### src/hw/rtl/kto_pkg.sv
// Package for the k-way time-ordered merge.
// Holds field widths, operation codes, reset values and the shared word types.
// No dependencies.
package kto_pkg;

    // Defaults for the top-level parameters.
    localparam int STREAMS_DEF   = 8;
    localparam int TIME_BITS_DEF = 32;

    // Fixed field widths of the input and output words.
    localparam int OP_W      = 1;
    localparam int SRC_W     = 3;
    localparam int PORT_T_W  = 32;
    localparam int ID_W      = 32;
    localparam int PROC_W    = 16;
    localparam int TAG_W     = 32;
    localparam int ACTIVE_W  = 4;

    // Reset value of the active stream count.
    localparam logic [ACTIVE_W-1:0] ACTIVE_RESET = 4'd8;

    // Operation codes carried by the op field.
    localparam logic [OP_W-1:0] OP_HIT = 1'b0;
    localparam logic [OP_W-1:0] OP_FIN = 1'b1;

    // Hit fields that travel with a head but take no part in ordering.
    typedef struct packed {
        logic [ID_W-1:0]   track;
        logic [ID_W-1:0]   particle;
        logic [PROC_W-1:0] process;
        logic [TAG_W-1:0]  tag;
    } hit_data_t;

    // Update broadcast from the top level to every cell, already gated by acceptance.
    typedef struct packed {
        logic hit;
        logic fin;
    } upd_t;

endpackage

### src/hw/rtl/kto_cell.sv
// One head cell of the merge: holds one stream's head hit, its flags and its row of
// pairwise order bits. Depends on kto_pkg.
module kto_cell
    import kto_pkg::*;
#(
    parameter int STREAMS   = STREAMS_DEF,
    parameter int TIME_BITS = TIME_BITS_DEF,
    parameter int IDX       = 0
)
(
    input  logic                 clk,
    input  logic                 rst_n,
    input  upd_t                 upd,
    input  logic                 sel,
    input  logic [SRC_W-1:0]     stream,
    input  logic [TIME_BITS-1:0] in_time,
    input  hit_data_t            in_data,
    input  logic                 active,
    input  logic [STREAMS-1:0]   new_lt_all,
    input  logic [STREAMS-1:0]   ld_all,
    input  logic [STREAMS-1:0]   valid_all,
    input  logic                 rdy_in,
    input  logic                 clear,
    output logic                 new_lt,
    output logic                 load,
    output logic                 v_upd,
    output logic                 rdy_out,
    output logic                 win,
    output logic [TIME_BITS-1:0] win_time,
    output hit_data_t            win_data
);

    localparam int CMP_W = (SRC_W > 7) ? SRC_W : 7;
    localparam logic [STREAMS-1:0] SELF_BIT = STREAMS'(1) << IDX;

    logic                 valid_reg, valid_next;
    logic                 done_reg, done_next;
    logic [STREAMS-1:0]   row_reg, row_next;
    logic [TIME_BITS-1:0] time_reg;
    hit_data_t            data_reg;
    logic                 done_upd;
    logic                 idx_above;

    // A new head is taken only when this stream has neither a head nor a finish mark.
    assign load     = upd.hit & sel & ~valid_reg & ~done_reg;
    assign v_upd    = valid_reg | load;
    assign done_upd = done_reg | (upd.fin & sel);

    // Does the incoming hit order before the head held here? Ties go to the lower index.
    assign idx_above = CMP_W'(stream) < CMP_W'(IDX);
    assign new_lt    = (in_time < time_reg) | ((in_time == time_reg) & idx_above);

    // The readiness chain passes along the row of cells.
    assign rdy_out = rdy_in & (~active | v_upd | done_upd);

    // Order row: on own load take the broadcast compares, on another load the inverse.
    always_comb
    begin
        if (load)
        begin
            row_next = new_lt_all;
        end
        else
        begin
            row_next = (ld_all & {STREAMS{~new_lt}}) | (row_reg & ~ld_all);
        end
    end

    // This head wins when it beats every other valid head.
    assign win = v_upd & active & (&(row_next | ~valid_all | SELF_BIT));

    assign win_time = win ? (load ? in_time : time_reg) : '0;
    assign win_data = win ? (load ? in_data : data_reg) : '0;

    assign valid_next = v_upd & ~clear;
    assign done_next  = done_upd;

    // Control flags.
    always_ff @(posedge clk or negedge rst_n)
    begin
        if (!rst_n)
        begin
            valid_reg <= 1'b0;
            done_reg  <= 1'b0;
        end
        else
        begin
            valid_reg <= valid_next;
            done_reg  <= done_next;
        end
    end

    // Head payload and order row; only read while the head is valid.
    always_ff @(posedge clk)
    begin
        row_reg <= row_next;
        if (load)
        begin
            time_reg <= in_time;
            data_reg <= in_data;
        end
    end

endmodule

### src/hw/rtl/kway_time_ordered_merge_top.sv
// Top level of the k-way time-ordered merge: row of head cells, configuration
// register and output register. Depends on kto_pkg and kto_cell.
//
//   Channel  Handshake            Word
//   cfg      cfg_valid/cfg_ready  cfg_data (active stream count)
//   in       in_valid/in_ready    op, stream, start_time, track_id, particle_num,
//                                 process_key, payload_tag
//   out      out_valid/out_ready  source_stream, out_time, out_track, out_particle,
//                                 out_process, out_tag
//
// One input word is taken every cycle while in_ready is high; its result, if any, sits
// in the output register from the next cycle. The rate rests on the per-cell time compare
// against the incoming hit and each cell's order bits, so selection is one AND per cell.
// Reset clears head and finish flags and sets the active count to eight; no clearing pass.
// in_ready drops only while the output register is full and out_ready is low.
module kway_time_ordered_merge_top
    import kto_pkg::*;
#(
    parameter int STREAMS   = STREAMS_DEF,
    parameter int TIME_BITS = TIME_BITS_DEF
)
(
    input  logic                clk,
    input  logic                rst_n,
    input  logic                cfg_valid,
    output logic                cfg_ready,
    input  logic [ACTIVE_W-1:0] cfg_data,
    input  logic                in_valid,
    output logic                in_ready,
    input  logic [OP_W-1:0]     op,
    input  logic [SRC_W-1:0]    stream,
    input  logic [PORT_T_W-1:0] start_time,
    input  logic [ID_W-1:0]     track_id,
    input  logic [ID_W-1:0]     particle_num,
    input  logic [PROC_W-1:0]   process_key,
    input  logic [TAG_W-1:0]    payload_tag,
    output logic                out_valid,
    input  logic                out_ready,
    output logic [SRC_W-1:0]    source_stream,
    output logic [PORT_T_W-1:0] out_time,
    output logic [ID_W-1:0]     out_track,
    output logic [ID_W-1:0]     out_particle,
    output logic [PROC_W-1:0]   out_process,
    output logic [TAG_W-1:0]    out_tag
);

    localparam int IW     = (STREAMS > 1) ? $clog2(STREAMS) : 1;
    localparam int IDXW   = (IW > SRC_W) ? IW : SRC_W;
    localparam int WIDE_T = (TIME_BITS > PORT_T_W) ? TIME_BITS : PORT_T_W;
    localparam int CMP_W  = (IDXW > 7) ? IDXW : 7;

    logic [ACTIVE_W-1:0]  active_reg;
    logic                 out_valid_reg, out_valid_next;
    logic [SRC_W-1:0]     src_reg;
    logic [TIME_BITS-1:0] time_reg;
    hit_data_t            data_reg;

    logic                 acc;
    upd_t                 upd;
    logic [WIDE_T-1:0]    tin_wide;
    logic [TIME_BITS-1:0] in_time;
    hit_data_t            in_data;
    logic [STREAMS-1:0]   active;
    logic [STREAMS-1:0]   sel;
    logic [STREAMS-1:0]   new_lt_all;
    logic [STREAMS-1:0]   ld_all;
    logic [STREAMS-1:0]   v_upd;
    logic [STREAMS-1:0]   valid_all;
    logic [STREAMS-1:0]   win;
    logic [STREAMS-1:0]   clear;
    logic [STREAMS:0]     rdy_chain;
    logic [TIME_BITS-1:0] cell_time [STREAMS];
    hit_data_t            cell_data [STREAMS];
    logic                 emit;
    logic [IDXW-1:0]      win_idx;
    logic [TIME_BITS-1:0] win_time;
    hit_data_t            win_data;
    logic [WIDE_T-1:0]    tout_wide;

    // Configuration is accepted at any time.
    assign cfg_ready = 1'b1;

    always_ff @(posedge clk or negedge rst_n)
    begin
        if (!rst_n)
        begin
            active_reg <= ACTIVE_RESET;
        end
        else if (cfg_valid)
        begin
            active_reg <= cfg_data;
        end
    end

    // Input word handling: a word is taken whenever the output register can move.
    assign in_ready = ~out_valid_reg | out_ready;
    assign acc      = in_valid & in_ready;
    assign upd.hit  = acc & (op == OP_HIT);
    assign upd.fin  = acc & (op == OP_FIN);

    assign tin_wide = WIDE_T'(start_time);
    assign in_time  = tin_wide[TIME_BITS-1:0];
    assign in_data  = '{track: track_id, particle: particle_num, process: process_key,
                        tag: payload_tag};

    // Active mask: a count of zero still enables stream zero.
    always_comb
    begin
        for (int i = 0; i < STREAMS; i++)
        begin
            active[i] = (i == 0) || (CMP_W'(active_reg) > CMP_W'(i));
            sel[i]    = active[i] && (CMP_W'(stream) == CMP_W'(i));
        end
    end

    assign rdy_chain[0] = 1'b1;
    assign valid_all    = v_upd & active;

    // The row of head cells.
    for (genvar g = 0; g < STREAMS; g++)
    begin : g_cell
        kto_cell #(
            .STREAMS   (STREAMS),
            .TIME_BITS (TIME_BITS),
            .IDX       (g)
        ) u_cell (
            .clk        (clk),
            .rst_n      (rst_n),
            .upd        (upd),
            .sel        (sel[g]),
            .stream     (stream),
            .in_time    (in_time),
            .in_data    (in_data),
            .active     (active[g]),
            .new_lt_all (new_lt_all),
            .ld_all     (ld_all),
            .valid_all  (valid_all),
            .rdy_in     (rdy_chain[g]),
            .clear      (clear[g]),
            .new_lt     (new_lt_all[g]),
            .load       (ld_all[g]),
            .v_upd      (v_upd[g]),
            .rdy_out    (rdy_chain[g+1]),
            .win        (win[g]),
            .win_time   (cell_time[g]),
            .win_data   (cell_data[g])
        );
    end

    // Emit on acceptance if each active stream has a head or is done, and a head exists.
    assign emit  = acc & rdy_chain[STREAMS] & (|valid_all);
    assign clear = {STREAMS{emit}} & win;

    // Gather the winning cell's word; at most one cell gates its word through.
    always_comb
    begin
        win_idx  = '0;
        win_time = '0;
        win_data = '0;
        for (int i = 0; i < STREAMS; i++)
        begin
            if (win[i])
            begin
                win_idx = IDXW'(i);
            end
            win_time = win_time | cell_time[i];
            win_data = win_data | cell_data[i];
        end
    end

    // Output register.
    assign out_valid_next = emit | (out_valid_reg & ~out_ready);

    always_ff @(posedge clk or negedge rst_n)
    begin
        if (!rst_n)
        begin
            out_valid_reg <= 1'b0;
        end
        else
        begin
            out_valid_reg <= out_valid_next;
        end
    end

    always_ff @(posedge clk)
    begin
        if (emit)
        begin
            src_reg  <= win_idx[SRC_W-1:0];
            time_reg <= win_time;
            data_reg <= win_data;
        end
    end

    assign tout_wide     = WIDE_T'(time_reg);
    assign out_valid     = out_valid_reg;
    assign source_stream = src_reg;
    assign out_time      = tout_wide[PORT_T_W-1:0];
    assign out_track     = data_reg.track;
    assign out_particle  = data_reg.particle;
    assign out_process   = data_reg.process;
    assign out_tag       = data_reg.tag;

endmodule
### config.mk
export PLATFORM = sky130hd
export DESIGN_NAME = kway_time_ordered_merge_top
export DESIGN_NICKNAME = d
export VERILOG_FILES = /design/src/hw/rtl/kto_pkg.sv /design/src/hw/rtl/kto_cell.sv /design/src/hw/rtl/kway_time_ordered_merge_top.sv
export SDC_FILE = /design/constraint.sdc
export NUM_CORES = 2
export LEC_CHECK = 0
export BUFFER_PORTS_ARGS = -buffer_cell sky130_fd_sc_hd__buf_2
export CAP_MARGIN = 10
export CORE_ASPECT_RATIO = 0.9
export CORE_MARGIN = 4
export CORE_UTILIZATION = 50
export DETAILED_ROUTE_END_ITERATION = 16
export PLACE_DENSITY = 0.67
export SLEW_MARGIN = 20
export SYNTH_ARGS = -nofsm -noshare
export SYNTH_HDL_FRONTEND = slang
export SYNTH_SLANG_ARGS = --single-unit
export TNS_END_PERCENT = 10
### constraint.sdc
create_clock -name clk -period 8.95 [get_ports clk]
set_input_delay 1.3425 -clock clk [delete_from_list [all_inputs] [get_ports clk]]
set_output_delay 1.3425 -clock clk [all_outputs]
set_load 0.05 [all_outputs]
* After elaboration in Yosys (flattened, before gate mapping)
Index checks and enable logic that the tools add are counted.
** Storage, ports and cells
- Bits in registers :: 1384
- Output and inout bits :: 150
- Logic and storage cells :: 382
** Cells by class
- Magnitude comparators :: 22
- Eq/ne operators :: 14
- Multiplexer cells :: 46
- Bitwise logic cells :: 207
- Reductions and logical operators :: 19
** Operator list (number)
- 112-bit 2-to-1 mux :: 16
- 112-bit bitwise OR :: 7
- 32-bit 2-to-1 mux :: 16
- 32-bit less-than comparator :: 8
- 32-bit == test :: 7
- 32-bit bitwise OR :: 7
- 8-bit bitwise AND :: 18
- 8-bit bitwise OR :: 15
- 1-bit bitwise AND :: 75
- 8-bit 2-to-1 mux :: 8
- 7-bit AND reduction :: 8
- 1-bit NOT :: 42
- 1-bit bitwise OR :: 40
- 4-bit by 3-bit > comparator with 1-bit output (second input constant) :: 4
- 8-bit NOT :: 2
- 3-bit == test (second input constant) :: 4
- 3-bit less-than comparator (second input constant) :: 4
- 4-bit by 2-bit > comparator with 1-bit output (second input constant) :: 2
- 2-bit 2-to-1 mux :: 4
- 8-bit OR reduction :: 1
- 1-bit logical AND :: 7
- 7-bit bitwise OR :: 1
- 3-bit by 2-bit == test with 1-bit output (second input constant) :: 2
- 3-bit by 2-bit less-than comparator with 1-bit output (second input constant) :: 2
- 7 further kinds :: 8

* Longest topological paths before layout
- Depth in word-level cells :: 22
- Mapped depth :: 16
- Depth with buffers taken out :: 12

* By module
A second synthesis with hierarchy kept.
** Second synthesis, totals
- Cell total of the unflattened synthesis :: 8975
- Area total of the unflattened synthesis :: 68928.6 sq um
** By module, submodules not included
- kto_cell at g_cell[2].u_cell :: instances 1, cells an instance 1287, area an instance 9095.0 sq um, sequential area each 3072.9 sq um
- kto_cell at g_cell[0].u_cell :: instances 1, cells an instance 1093, area an instance 8316.7 sq um, sequential area each 3072.9 sq um
- kto_cell at g_cell[6].u_cell :: instances 1, cells an instance 1126, area an instance 8134.1 sq um, sequential area each 3072.9 sq um
- kto_cell at g_cell[4].u_cell :: instances 1, cells an instance 1107, area an instance 7771.2 sq um, sequential area each 3072.9 sq um
- kway_time_ordered_merge_top :: instances 1, cells an instance 670, area an instance 7365.8 sq um, sequential area each 4540.6 sq um
- kto_cell at g_cell[3].u_cell :: instances 1, cells an instance 922, area an instance 7185.6 sq um, sequential area each 3072.9 sq um
- kto_cell at g_cell[1].u_cell :: instances 1, cells an instance 922, area an instance 7140.6 sq um, sequential area each 3072.9 sq um
- kto_cell at g_cell[5].u_cell :: instances 1, cells an instance 923, area an instance 7133.1 sq um, sequential area each 3072.9 sq um
- kto_cell at g_cell[7].u_cell :: instances 1, cells an instance 925, area an instance 6786.5 sq um, sequential area each 3072.9 sq um

* Least setup slack after synthesis
No wires, ideal clock.
- Path kind :: input to register
- Start :: input port out_ready
- End :: register g_cell[3].u_cell.valid_reg
- Library setup time :: 126 ps
- Data arrival time :: 7228 ps
- Required time :: 8824 ps
- Setup slack :: 1596 ps
- Cell stages on the path :: 13
- Buffers on the path :: 3
- Cell sequence :: nor2b_1 -> inv_2 -> nand2b_4 -> buf_6 -> buf_2 -> nor4_1 -> buf_2 -> nor2_1 -> and3b_1 -> nor3_1 -> o21a_1 -> inv_1 -> o22a_1
** On the way
- Word-level cells in the longest chain between the ends :: 21
- Elaborated cells between the ends (all ways) :: 91
- Those cells by class :: mux (1); bitwise (88); reduce/logical (2)
** Ends and longest elaborated chain
- start: declaration :: line kway_time_ordered_merge_top.sv:38 : input logic out_ready,
- 1-bit bitwise OR (*) :: line kway_time_ordered_merge_top.sv:96 : assign in_ready = ~out_valid_reg | out_ready;
- via in_ready :: line kway_time_ordered_merge_top.sv:29 : output logic in_ready,
- 1-bit bitwise AND (*) :: line kway_time_ordered_merge_top.sv:97 : assign acc = in_valid & in_ready;
- 1-bit bitwise AND :: line kway_time_ordered_merge_top.sv:98 : assign upd.hit = acc & (op == OP_HIT);
- 1-bit bitwise AND (3 in series) :: line kto_cell.sv:45 : assign load = upd.hit & sel & ~valid_reg & ~done_reg;
- 1-bit bitwise OR :: line kto_cell.sv:46 : assign v_upd = valid_reg | load;
- 1-bit bitwise OR (2 in series) :: line kto_cell.sv:54 : assign rdy_out = rdy_in & (~active | v_upd | done_upd);
- 1-bit bitwise AND (7 in series) :: line kto_cell.sv:54
- 1-bit bitwise AND :: line kway_time_ordered_merge_top.sv:151 : assign emit = acc & rdy_chain[STREAMS] & (|valid_all);
- 1-bit bitwise AND (*) :: line kway_time_ordered_merge_top.sv:151
- via emit :: line kway_time_ordered_merge_top.sv:74 : logic emit;
- 8-bit bitwise AND (*) :: line kway_time_ordered_merge_top.sv:152 : assign clear = {STREAMS{emit}} & win;
- 1-bit NOT (*) :: line kto_cell.sv:75 : assign valid_next = v_upd & ~clear;
- 1-bit bitwise AND (*) :: line kto_cell.sv:75
- via g_cell[3].u_cell.valid_next :: line kto_cell.sv:36 : logic valid_reg, valid_next;
- end signal: assignment :: line kto_cell.sv:88 : valid_reg <= valid_next;
- end: declaration :: line kto_cell.sv:36
The timed path passes the listed nets; every way through them passes the cells marked *.
A chain may end at the register's enable or synchronous reset.

==> metrics.log <==
INFO  metric ctsRootBufferMaster = clkbuf_16
INFO  metric synth_edf_count = 147
INFO  metric yosys.area_share.simple = 26.40%
INFO  metric cts_num_sinks = 1376
INFO  metric worst_slew_pin_slew = 1.174 ns
INFO  metric r2r-start = g_cell[2].u_cell.time_reg[14]$_DFF_P_
INFO  metric cp-start-kind = input port
INFO  metric grt_start_max_net_pins = 149
INFO  metric mostFrequentLayoutCells = 2610 x nand2_1, 1208 x dfxtp_1, 546 x inv_1, 305 x buf_2, 293 x o21ai_0
INFO  metric synth_top_family_by_area = simple AND/OR/NAND/NOR gates
INFO  metric tritoncts = done
INFO  metric number_of_cells_on_the_worst_reg_to_reg_path = 13
INFO  metric post_synth_design_cell_area = 62130 um2
INFO  metric post_synth_xor_area_fraction = 0%
INFO  metric p_per_area = 339.9 nW/um2
INFO  metric timing.hold.ws = 0.4375 ns
INFO  metric fillCellCount = 11220
INFO  metric floorplan.core_area = 123200 um2
INFO  metric grt_setup_unrepaired = no
INFO  metric dr_total_vias = 53940
INFO  metric cp-end-kind = register
INFO  metric die_y = 342.4 um
INFO  metric critPathArrivalTime = 6.83 ns
INFO  metric detail_route.vias_per_cell = 5.799
INFO  metric first_global_vias = 51200
INFO  metric effective_utilization_at_floorplan = 50.43%
INFO  metric max-slew-margin-rel = 20.71%
INFO  metric floorplan.io_pins = 307
INFO  metric largest_reg_flops = 896
INFO  metric final_antenna_net_count = 0
INFO  metric row_count = 122
INFO  metric grt_remaining_overflow = 0
INFO  metric skew = 0.02839 ns
INFO  metric h-tree-depth = 4
INFO  metric synth_mux_area_share = 2.344%
INFO  metric max_freq = 158.1 MHz
INFO  metric register_bit_count_reported_by_yosys = 1376
INFO  metric async_flop_share = 1.526%
INFO  metric wl_per_cell = 22.44 um
INFO  metric max_cap_violations = 0
INFO  metric yosysTopAreaCellShare = 38.93%
INFO  metric worst-r2r-setup-slack = 3.15 ns
INFO  metric p_leak = 0.03235 uW
INFO  metric post_synth.cell_area_avg = 8.157 um2
INFO  metric mostFrequentLayoutCell = nand2_1
INFO  metric timing.critical_path.fanout_max = 61
INFO  metric track_usage = 31.05%
INFO  metric routabilityCongestion = 0.9725
INFO  metric drt_wl_total = 208700 um
INFO  metric number_of_nets_in_the_final_layout = 7961
INFO  metric ys.flop_type = dfxtp_1
INFO  metric worst_r2r_dst = out_tag[11]$_DFFE_PP_
INFO  metric place_worst_setup_slack = 2.194 ns
INFO  metric die-width = 379.6 um
INFO  metric synth_area_leaders = dfxtp_1 39%, nand2_1 16%, edfxtp_1 7.1%
INFO  metric detailedRoute.firstPassIterationCount = 6
INFO  metric required = 9.46 ns
INFO  metric hp-start = g_cell[7].u_cell.data_reg[20]$_DFF_P_
INFO  metric clkLatencyLatePin = 0.80 ns
INFO  metric timing.final.crit_period = 6.323 ns
INFO  metric crit_path_end = out_tag[11]$_DFFE_PP_
INFO  metric count_of_different_cell_masters_after_synthesis = 90
INFO  metric dp_hpwl = 120000 um
INFO  metric die_ar = 130000 um2
INFO  metric final.period_utilization = 70.65%
INFO  metric drive_above_1_share = 8.772%
INFO  metric finalHoldViolations = 0
INFO  metric maxSlewViolCount = 0
INFO  metric remaining_drc_errors = 0
INFO  metric criticalPathCategory = input port to register
INFO  metric cts.repair.resized = 0
INFO  metric cts.path.max_buffers = 3
INFO  metric grt_pass1_wl = 315300 um
INFO  metric syn_nets = 8028
INFO  metric final_critical_path_setup_slack = 2.627 ns
INFO  metric outcome = finished, final reports clean
INFO  metric multi_input_area = 28700 um2
INFO  metric drt-initial-drc-count = 5467
INFO  metric setup.worst_path.start = start_time[14]
INFO  metric hold_buffers = 0
INFO  metric antenna_found_initial = 27
INFO  metric synth-adder-area-share = 5.136%
INFO  metric hold_class = register to register
INFO  metric area.sequential = 29120 um2
INFO  metric ys_seq_area_share = 46.88%
INFO  metric syn-instance-count = 7616
INFO  metric cts_made_buffers = 147
INFO  metric cts_setup_buffers = 0
INFO  metric final-setup-viol-count = 0
INFO  metric synth-compound-area-share = 12.00%
INFO  metric areaGrowthSynthToFinish = 11.29%
INFO  metric netlist.top_cell.by_area = dfxtp_1
INFO  metric buffer_ports.inserted = 305
INFO  metric synth_warnings = 0
INFO  metric clkSlewWorstSetupHoldPaths = 0.06 ns
INFO  metric ir_worst_vdd = 331.2 uV
INFO  metric setup_total_negative_slack = 0 ns
cell families after synthesis:
family / count (synthesis)
simple gates: 3606
compound gates: 1077
fa+ha+maj: 255
flops: 1376
buf+inv: 1156
other cells: 1
mux: 145
power breakdown:
| part | total (uW) | switching, uW | internal [uW] | leakage [uW] |
|---|---|---|---|---|
| combinational | 8290 | 5820 | 2470 | 0.0183 |
| sequential | 9070 | 650 | 8420 | 0.0117 |
| clock | 6130 | 2600 | 3530 | 0.00238 |
| total | 23500 | 9080 | 14400 | 0.0324 |
layer usage:
metal / global-route usage (%) / wire length [um] / up-vias
met3: 6.511 / 20100 / 457
met2: 48.64 / 91810 / 2511
met4: 10.40 / 6397 / 18
li1: - / - / 25320
met5: 0 / 131 / -
met1: 42.79 / 90230 / 25630
stage by stage:
step	cell area, um2	power, uW	util (%)	cells
global route	69110	24690	56.10	9289
finish	69140	23500	56.13	9300
floorplan	62130	14540	-	7616
CTS	69100	23390	56.09	9284
global placement	64270	17030	52.17	9012
detailed placement	64270	17250	52.17	9012
layout make-up:
type	count	share of cell area, %
sequential	1376	42.12
multi-input combinational	5084	41.51
clock buffer	223	6.323
timing repair buffer	393	3.435
inverter	547	2.970
tap	1612	2.917
clock inverter	49	0.6642
antenna	16	0.05791
synthesized netlist by cell type, types with 9 or more instances:
library cell / instances
nand2_1: 2610
dfxtp_1: 1208
inv_1: 546
clkbuf_1: 458
o21ai_0: 293
nor3b_1: 286
ha_1: 255
nand3_1: 170
a22oi_1: 151
and2_1: 147
edfxtp_1: 147
o22a_1: 145
a21oi_1: 142
mux2i_1: 141
nor4b_1: 140
a2111oi_0: 139
buf_2: 78
nor2_1: 71
nand4_1: 57
buf_1: 40
nor3_1: 35
clkbuf_2: 28
o211ai_1: 23
nor4_1: 22
a21o_1: 21
o22ai_1: 21
dfrtp_1: 20
o21a_1: 14
a21boi_0: 13
o221ai_1: 10
or4_1: 10
a31oi_1: 9
nor2b_1: 9
or2_2: 9
how the worst min path moves through the flow:
stage                                              to  cells after the start
2_1_floorplan   g_cell[5].u_cell.data_reg[53]$_DFF_P_                      2
3_3_place_gp    g_cell[7].u_cell.data_reg[91]$_DFF_P_                      2
3_5_place_dp    g_cell[5].u_cell.data_reg[47]$_DFF_P_                      2
4_1_cts        g_cell[7].u_cell.data_reg[100]$_DFF_P_                      2
5_1_grt         g_cell[1].u_cell.data_reg[57]$_DFF_P_                      2
6_report        g_cell[7].u_cell.data_reg[20]$_DFF_P_                      2
worst max-delay path: stages:
cell,delay [ns]
buf_2,0.31
ha_1,0.32
nand4_1,0.19
nor4_1,0.17
a21boi_0,0.16
o41ai_1,1.04
nand2_1,0.73
a31oi_1,0.33
a311o_2,0.75
buf_12,0.45
nor3b_1,0.10
a2111oi_0,0.73
nand3_1,0.14
Power figures use the tool's default switching activity.
